**src/rtl/core/pepu_mac.sv**
```systemverilog
`default_nettype none
// Multiply unit: registered 32x32 product, then floor shift by 16.
module pepu_mac (
  input  wire logic               clk_i,
  input  wire logic signed [31:0] a_i,
  input  wire logic signed [31:0] b_i,
  output logic signed [47:0]      term_o
);
  logic signed [63:0] prod_q;

  always_ff @(posedge clk_i) begin
    prod_q <= a_i * b_i;
  end

  // Arithmetic shift rounds toward minus infinity.
  assign term_o = prod_q[63:16];
endmodule
`default_nettype wire
```
**config.mk**
```make
export PLATFORM = sky130hd
export DESIGN_NAME = pepu_mac
export DESIGN_NICKNAME = d
export VERILOG_FILES = /design/src/rtl/core/pepu_mac.sv
export SDC_FILE = /design/constraint.sdc
export NUM_CORES = 2
export LEC_CHECK = 0
export ABC_AREA = 1
export ABC_CLOCK_PERIOD_IN_PS = 10700
export BUFFER_PORTS_ARGS = -buffer_cell sky130_fd_sc_hd__buf_2
export CAP_MARGIN = 20
export CORE_ASPECT_RATIO = 1.4
export CORE_MARGIN = 1.5
export CORE_UTILIZATION = 45
export CTS_BUF_LIST = sky130_fd_sc_hd__clkbuf_4 sky130_fd_sc_hd__clkbuf_8
export DETAILED_ROUTE_END_ITERATION = 16
export HOLD_SLACK_MARGIN = 0.08
export PLACE_DENSITY_LB_ADDON = 0.15
export SLEW_MARGIN = 5
export SYNTH_ARGS = -nofsm -noshare
export SYNTH_HDL_FRONTEND = slang
export SYNTH_SLANG_ARGS = --single-unit
```
**constraint.sdc**
```tcl
create_clock -name clk_i -period 10.7 [get_ports clk_i]
set_input_delay 1.605 -clock clk_i [delete_from_list [all_inputs] [get_ports clk_i]]
set_output_delay 1.605 -clock clk_i [all_outputs]
set_load 0.02 [all_outputs]
```
==> reports/qor.yml <==
outcome: "complete, no violations"
port_buffers: 112
setup_viol: 0
largest_reg_flops: 48
finalCritPeriodShare_pct: 86.20
synth_seq_area_share_pct: 2.458
routed_wl_um: 118900
cts_resized: 0
synth_area_um2: 39090
grt_max_degree: 33
critPathArrivalTime_ns: 9.45
final_common_cell: "inv_1"
drt_iter0_drc: 1634
clock_sinks: 48
worstMarginPinSlew_ns: 0.9722
tns_ns: 0
end_kind: "flip-flop"
largest-register: "prod_q"
slew_viol_final: 0
rows: 127
fin_util_pct: 47.38
cts_tree: "yes"
cts.htree.levels: 2
core_um2: 85810
clockBufferDepth: 2
rsz0062_at_grt: "false"
vias: 29880
startpoint_type: "input port"
min_delay_worst_endpoint: "term_o[25]"
post_cts_buffers: 0
ys_ff_latch: 48
grt_antenna_before_repair: 5
route.detailed.drc: 0
ant_nets: 0
synth_warnings: 0
grt-ovfl-total: 0
nets: 6232
worstPathRequired_ns: 10.93
synth_nets: 6278
fin_area_um2: 40650
syn2layout_area_growth_pct: 3.994
die_w_um: 252.1
slew_headroom_pct: 35.19
cp_top_family: "adder cells"
mostFrequentLayoutCells: "inv_1, nand2_1, fa_1"
fmax_ghz: 0.1084
vias_per_cell: 4.974
hp-start: "prod_q[41]"
cp_max_fo: 32
wl_per_cell_um: 19.80
grtUsageTotal_pct: 28.21
dpl.hpwl_um: 102300
cp_num_buf_inv: 9
cts_hold_buffers: 0
critPathKind: "input port to flip-flop"
place_area_um2: 40510
worst_hold_slack_ns: 2.363
first_pass_iters: 5
grt_pass1_wl_um: 187300
reg_top3: "prod_q: 48 flops"
cp_slowest_stage_delay_ns: 0.82
clk_pin_slew_worst_paths_ns: 0.10
hold_viol_final: 0
grt_pass1_vias: 32710
cts_buffers: 5
clock-root-buffer: "clkbuf_8"
min-delay-path-class: "flip-flop to output pin"
hold_depth: 1
maxCapViolCount: 0
synth.distinct_cells: 29
start_util_pct: 45.56
io_pins: 113
die-area_um2: 88670
netlist_instances: 4952
syn_avg_cell_area_um2: 7.894
die-height_um: 351.7
place_congestion: 0.9753
drive_gt1_share_pct: 3.403
cp_slowest_cell: "fa_1"
min_period_ns: 9.223
per-stage QoR:
step	setup WS, ns	cells
2_1_floorplan	2.440	4952
3_3_place_gp	1.254	5995
3_5_place_dp	1.154	5995
4_1_cts	1.475	6003
5_1_grt	0.9808	6004
6_report	1.477	6007
area by class of cell:
type / instances / area [µm²]
tap: 1096 / 1371
antenna: 4 / 10.01
inverter: 1635 / 6137
clock inverter: 3 / 68.82
clock buffer: 5 / 68.82
timing repair buffer: 139 / 763.2
fill: 8807 / 45150
multi-input combinational: 3077 / 31270
sequential: 48 / 960.9
synth_stat cells:
master | instances | area share, %
inv_1 | 1633 | 16
nand2_1 | 1394 | 13
fa_1 | 1081 | 55
clkbuf_1 | 191 | 1.8
ha_1 | 180 | 5.8
nor2_1 | 160 | 1.5
a21oi_1 | 81 | 1.0
dfxtp_1 | 48 | 2.5
nand3_1 | 47 | 0.60
o21ai_0 | 38 | 0.49
xor2_1 | 25 | 0.56
o21bai_1 | 12 | 0.23
nand4_1 | 11 | 0.18
nor3_1 | 9 | 0.12
or2_2 | 8 | 0.13
xnor2_1 | 8 | 0.18
nand2_2 | 4 | 0.064
nand3b_1 | 3 | 0.058
nor2_2 | 3 | 0.048
o21a_1 | 3 | 0.058
a21o_1 | 2 | 0.038
nor3_2 | 2 | 0.051
nor4_1 | 2 | 0.032
nor4_2 | 2 | 0.064
a21boi_0 | 1 | 0.019
buf_1 | 1 | 0.0096
clkinv_1 | 1 | 0.0096
inv_2 | 1 | 0.0096
o21ai_1 | 1 | 0.013
worst max-delay path by stage:
stage | startpoint | end | slack [ns] | cells past startpoint
6_report | b_i[6] | prod_q[56] | 1.48 | 27
5_1_grt | b_i[6] | prod_q[56] | 0.98 | 27
4_1_cts | b_i[6] | prod_q[56] | 1.48 | 27
3_5_place_dp | b_i[6] | prod_q[56] | 1.15 | 27
3_3_place_gp | b_i[6] | prod_q[56] | 1.25 | 27
2_1_floorplan | a_i[31] | prod_q[63] | 2.44 | 27
layer usage:
metal | up-vias | routed length (µm) | GRT usage (%) | share of wire, %
met4 | 2 | 6831 | 13.38 | 5.7
met3 | 242 | 4204 | 1.875 | 3.5
li1 | 13390 | - | - | -
met2 | 799 | 66050 | 54.53 | 56
met1 | 15450 | 41850 | 31.21 | 35
met5 | - | 8 | 0 | 0.0067
cells by family after synthesis:
group / share of synthesized area [%]
xor+xnor: 0.7393
compound gates: 1.882
flops: 2.458
fa+ha+maj: 61.12
buf+inv: 17.54
simple gates: 16.26
Power is left out: the tool's default activity adds up to more than one toggle a clock period on the data nets, which glitch-free logic cannot reach.
